**config.mk**
```make
export PLATFORM = sky130hd
export DESIGN_NAME = spt_cell
export DESIGN_NICKNAME = d
export VERILOG_FILES = /design/src/hw/rtl/spt_pkg.sv /design/src/hw/rtl/spt_cell.sv
export SDC_FILE = /design/constraint.sdc
export NUM_CORES = 1
export LEC_CHECK = 0
export BUFFER_PORTS_ARGS = -buffer_cell sky130_fd_sc_hd__buf_4
export CORE_AREA = 2 2 139 141
export DETAILED_ROUTE_END_ITERATION = 10
export DIE_AREA = 0 0 141 143
export SLEW_MARGIN = 20
export SYNTH_ARGS = -nofsm -noshare
export SYNTH_HDL_FRONTEND = slang
export SYNTH_SLANG_ARGS = --single-unit
```
**constraint.sdc**
```tcl
create_clock -name clk -period 9.6 [get_ports clk]
set_clock_uncertainty 0.2 [all_clocks]
set_input_delay 0.96 -clock clk [delete_from_list [all_inputs] [get_ports clk]]
set_output_delay 0.96 -clock clk [all_outputs]
set_load 0.02 [all_outputs]
```
**src/hw/rtl/spt_pkg.sv**
```systemverilog
`timescale 1ns / 1ps

package spt_pkg;

  localparam int SPT_DEPTH = 64;

  localparam int OPW = 2;
  localparam int IDW = 32;
  localparam int LVW = 8;
  localparam int SCW = 16;
  localparam int IXW = 6;
  localparam int STW = 3;
  localparam int ECW = 7;

  localparam int IN_W  = 64;
  localparam int OUT_W = 72;

  localparam logic [OPW-1:0] OP_ADD    = 2'd0;
  localparam logic [OPW-1:0] OP_DELETE = 2'd1;
  localparam logic [OPW-1:0] OP_READ   = 2'd2;
  localparam logic [OPW-1:0] OP_LOOKUP = 2'd3;

  localparam logic [STW-1:0] ST_OK        = 3'd0;
  localparam logic [STW-1:0] ST_PRESENT   = 3'd1;
  localparam logic [STW-1:0] ST_NOT_FOUND = 3'd2;
  localparam logic [STW-1:0] ST_INVALID   = 3'd3;
  localparam logic [STW-1:0] ST_FULL      = 3'd4;

  typedef struct packed {
    logic [IDW-1:0]        id;
    logic [LVW-1:0]        lvl;
    logic signed [SCW-1:0] scr;
  } spt_entry_t;

  // Broadcast from the controller to every cell
  typedef struct packed {
    logic           cmp;  // capture compare flags
    logic           ins;  // insert cmd.ent at the ordered position
    logic           del;  // close the gap at the selected cell
    logic           rd;   // select by index rather than by id
    logic [IXW-1:0] idx;
    spt_entry_t     ent;
  } spt_cmd_t;

endpackage

```
**src/hw/rtl/spt_cell.sv**
```systemverilog
`timescale 1ns / 1ps

module spt_cell import spt_pkg::*; #(
  parameter int DEPTH = SPT_DEPTH,
  parameter int INDEX = 0,
  localparam int CW = $clog2(DEPTH + 1)
) (
  input  logic          clk,
  input  logic          rst,
  input  spt_cmd_t      cmd,
  input  logic [CW-1:0] count,
  input  spt_entry_t    left_ent,
  input  logic          left_ge,
  input  spt_entry_t    right_ent,
  input  logic          seen_in,
  input  spt_entry_t    found_in,
  output spt_entry_t    ent,
  output logic          ge,
  output logic          sel,
  output logic          seen_out,
  output spt_entry_t    found_out
);

  logic valid;
  logic idx_hit;

  assign valid    = count > CW'(INDEX);
  assign idx_hit  = 32'(cmd.idx) == 32'(INDEX);

  // OR the selection prefix and the selected entry down the row; at most one
  // cell is selected, so the gather balances into a tree
  assign seen_out  = seen_in | sel;
  assign found_out = found_in | (sel ? ent : '0);

  always_ff @(posedge clk) begin
    if (rst) begin
      ge  <= 1'b0;
      sel <= 1'b0;
    end else if (cmd.cmp) begin
      ge  <= valid && (ent.lvl >= cmd.ent.lvl);
      sel <= valid && (cmd.rd ? idx_hit : (ent.id == cmd.ent.id));
    end
  end

  always_ff @(posedge clk) begin
    if (cmd.ins) begin
      // left neighbour at or past the insert point: shift down
      if (!left_ge) begin
        ent <= left_ent;
      end else if (!ge) begin
        ent <= cmd.ent;
      end
    end else if (cmd.del) begin
      if (seen_out) begin
        ent <= right_ent;
      end
    end
  end

endmodule

```
; ---- Word level (Yosys, flattened, before mapping)
; Index checks and enable logic that the tools add are counted.
[word_totals]
register_bits = 58
out_inout_bits = 115
elab_cells = 24
[classes]
order_cmp = 2
n_eq_ne = 2
n_mux = 7
bitwise_logic = 2
n_reduce_logical = 6
[op_table]
columns = cell, count
row1 = $mux W56, 6
row2 = $or A56 B56 Y56, 1
row3 = $eq A32 B32 Y1, 1
row4 = $ge A8 B8 Y1, 1
row5 = $gt A7 B1 Y1 const B, 1
row6 = $logic_not A6 Y1, 1
row7 = $reduce_bool A2 Y1, 2
row8 = $ne A3 B3 Y1 const B, 1
row9 = $reduce_and A3 Y1, 1
row10 = $logic_and A1 B1 Y1, 2
row11 = $mux W1, 1
row12 = $or A1 B1 Y1, 1

; ---- Longest topological paths before layout
[logic_depth]
word_depth = 4
mapped_depth = 7
ltp_nobuf = 7

; ---- Least setup slack after synthesis
; OpenSTA, ideal clock, no wires.
[synth_path]
path_kind = input-to-reg
from = in cmd[64] (netlist bit)
to = reg ent[0] (netlist bit) (enable)
setup_ps = 547
arrival_time_ps = 5478
t_required_ps = 8853
setup_slack_ps = 3375
stages = 4
path_buffers = 3
path_cell_list = clkbuf_1 > clkbuf_1 > clkbuf_1 > o21ai_0
[synth_via]
elab_chain_cells = 2
elab_cells_between_ends = 4
[synth_rtl]
columns = element, line_no
row1 = "start, declared", spt_cell.sv:10  ; input spt_cmd_t cmd,
row2 = $ne A3 B3 Y1 (no source line) or $reduce_bool A2 Y1 (tied branches), --
row3 = $reduce_and A3 Y1 (no source line) (*), --
row4 = "end signal, assigned", spt_cell.sv:49  ; ent <= left_ent;
row5 = "end signal, assigned", spt_cell.sv:51  ; ent <= cmd.ent;
row6 = "end signal, assigned", spt_cell.sv:55  ; ent <= right_ent;
row7 = "end, declared", spt_cell.sv:17  ; output spt_entry_t ent,
; Mark *: on every way between the ends. The rest lies on a longest branch, timed or not.
; A chain may end at the register's enable or synchronous reset.

; ---- Worst setup path in the final report
[layout_path]
from = reg sel
to = reg ent[31] (netlist bit) (enable)
[layout_via]
elab_chain_cells = 3
[layout_rtl]
columns = element, line_no
row1 = "start, declared", spt_cell.sv:19  ; output logic sel,
row2 = "start signal, assigned", spt_cell.sv:41  ; sel <= valid && (cmd.rd ? idx_hit : (ent.id == cmd.ent.id));
row3 = $or A1 B1 Y1, spt_cell.sv:32  ; assign seen_out = seen_in | sel;
row4 = $reduce_bool A2 Y1 (no source line), --
row5 = $reduce_and A3 Y1 (no source line), --
; No other way between the ends.

==> metrics.md <==
| Metric | Value |
|---|---|
| Status | finished, final reports clean |
| Nature of the critical path startpoint | register |
| Std-Cell Rows | 50 |
| Worst r2r src | sel |
| CP max stage delay | 0.68 ns |
| Antenna violations before repair | 0 |
| CTS Hold Bufs | 0 |
| Post-Synthesis Cell Area | 3930 sq um |
| Crit share post-route | 33.7% |
| Worst EP required | 9.38 ns |
| Hold_sp | ge |
| Slowest stage cell, crit path | dfxtp_2 |
| Remaining Overflow, GRT | 0 |
| HP Class | reg -> reg |
| Cts bufs inserted | 9 |
| Filler instances | 1949 |
| TritonCTS clock tree | done |
| Placeable Area | 18600 sq um |
| Vias per cell | 4.43 |
| Setup crit end kind | register |
| Crit path buffers/inverters | 2 |
| Count of pins over their slew limit | 0 |
| Total routed wirelength | 17200 microns |
| Synth-to-Final Area Change | 81.9% |
| Die area | 20200 sq um |
| Worst vdd ir | 74.6 uV |
| First-pass GRT wire length | 24600 microns |
| Die H | 143 microns |
| Clk Latency, worst-skew pair | 0.33 ns |
| DRT antenna net count | 0 |
| Slew HR | 43.6% |
| Max cap viols | 0 |
| TritonRoute pass-1 iters | 4 |
| Postcts setup bufs | 0 |
| Final HPWL DP | 13900 microns |
| Inserted Diodes | 0 |
| Critical path's most frequent cell | buf_4 |
| Cell count after synthesis | 391 |
| RSZ-0062 raised after global routing | no |
| Die W | 141 microns |
| Gates resized, CTS repair | 0 |
| CP cell instances | buf_4, or2_2, nand2_1, o21ai_4, buf_4 |
| Root Driver | clkbuf_16 |
| Final hold viol count | 0 |
| DR DRC count | 0 |
| Max FO, Critical Path | 33 |
| Syn nets | 644 |
| Pwr dens | 130 nW/um^2 |
| Layout cells sized above 1 | 51.2% |
| Finish-stage setup viols | 0 |
| Commonest cells post-synth | a21o_1 (58), a21oi_1 (57), nor2_1 (57) |
| Leakage power | 3.65 nW |
| GRT Total Usage | 16.4% |
| Post-Syn Area per Cell | 10.0 sq um |
| #FFs+latches synth | 58 |
| Final instance area | 7140 sq um |
| Register area share after synthesis | 43.8% |
| Clock buffer depth | 2 |
| Final core utilization | 38.4% |
| Library cells used by synthesis | 28 |
| # IOs | 360 |
| Most common cell in the synthesized netlist | a21o_1 |
| Initial Utilization | 21.1% |
| FMAX | 310 MHz |
| Routability cong. | 0.732 |
| Via count | 4330 |
| Routed length per instance | 17.6 microns |
| CP delay by family, top | buffers and inverters |
| Slew @ Worst Pin | 0.842 ns |
| Final setup margin | 6.37 ns |
| CTS H-tree depth | 3 |
| Sink Count | 58 |
| Nets | 992 |
| Setup TNS | 0 ns |
| Ys flop type | edfxtp_1 |
| Post-synth ARST share | 0% |
| Cell taking the most area after synthesis | edfxtp_1 |
| Synthesis warning total | 0 |
| DRT iter0 DRCs | 104 |
| Area after DPL | 6850 sq um |
| Crit Path Class | reg -> reg |
| Crit path from | sel |
| Clk slew on worst S/H paths | 0.06 ns |
| Synth top area share | 42.8% |
| Largest net degree at the start of global routing | 60 |
| Top post-synthesis cells by area | edfxtp_1 (43%), mux2i_1 (14%), a21o_1 (11%) |
| Worst slack, placed | 6.27 ns |
| Vias in the first global route | 4364 |
| Crit path DAT | 3.01 ns |
| I/O Buffers | 359 |
| Final min period | 3.23 ns |
| Post-synth EDFFs | 56 |
[cell families (layout without fill, tap and decap cells)]
group,after synthesis,after routing,share of synthesized area (%)
AO/OA/AOI/OAI,122,122,19.5
XOR/XNOR,32,32,7.14
adder cells (fa/ha/maj),8,8,2.55
buffers and inverters,34,387,3.54
flip-flops,58,58,43.8
multiplexers,56,56,14.3
AND/OR/NAND/NOR,81,81,9.11
[worst reg2reg max path: stages, from the launching register on]
cell,delay [ns]
dfxtp_2,0.68
buf_4,0.46
or2_2,0.22
nand2_1,0.08
o21ai_4,0.66
buf_4,0.53
[state kept, by name, indices dropped and copies added, names as in the netlist]
signal / count
ent: 56
ge: 1
sel: 1
[final cells by class]
cell class	instances	area, sq um	share of cell area (%)
inverters	8	30.0	0.420
well taps	234	293	4.10
multi-input cells	299	2080	29.1
clock inverters	7	70.1	0.981
repair buffers	363	2730	38.2
flip-flops and latches	58	1720	24.1
clock buffers	9	225	3.15
[routing by layer]
layer,wire length (microns),up-vias,global-route usage [%]
li1,-,2129,-
met1,6720,1975,18.5
met2,9010,214,30.4
met3,1290,12,4.76
met4,182,0,4.00
met5,0,-,0
[stage by stage]
stage,hold slack (ns),power [W],instances
floorplan,0.345,0.000452,391
global placement,0.358,0.000613,962
detailed placement,0.359,0.000616,962
CTS,0.366,0.000946,978
global route,0.411,0.000976,978
finish,0.338,0.000930,978
[layout by cell type (no fill, tap or decap), drive strengths merged, types with 3 or more instances in the layout]
master,Yosys,final
clkbuf,16,9
xnor2,4,4
nor4,7,7
inv,8,8
xor2,28,28
nand4,5,5
edfxtp,56,56
nor2,57,57
o21ai,4,4
ha,8,8
nand2,4,4
a21oi,57,57
mux2i,56,56
clkinv,0,3
buf,10,363
clkinvlp,0,3
a21o,58,58
[worst paths after layout]
kind | endpoint | slack [ns] | cells past startpoint
setup reg to reg | ent[31] | 6.37 | 5
hold / removal | ge | 0.34 | 2
setup / recovery | ent[31] | 6.37 | 5
hold reg to reg | ge | 0.34 | 2
[power by group]
| part | internal [W] | switching (W) |
|---|---|---|
| combinational | 0.000144 | 0.000132 |
| sequential | 0.000308 | 0.0000216 |
| clock | 0.000200 | 0.000124 |
Note: power is estimated with default switching activity, not from simulation.
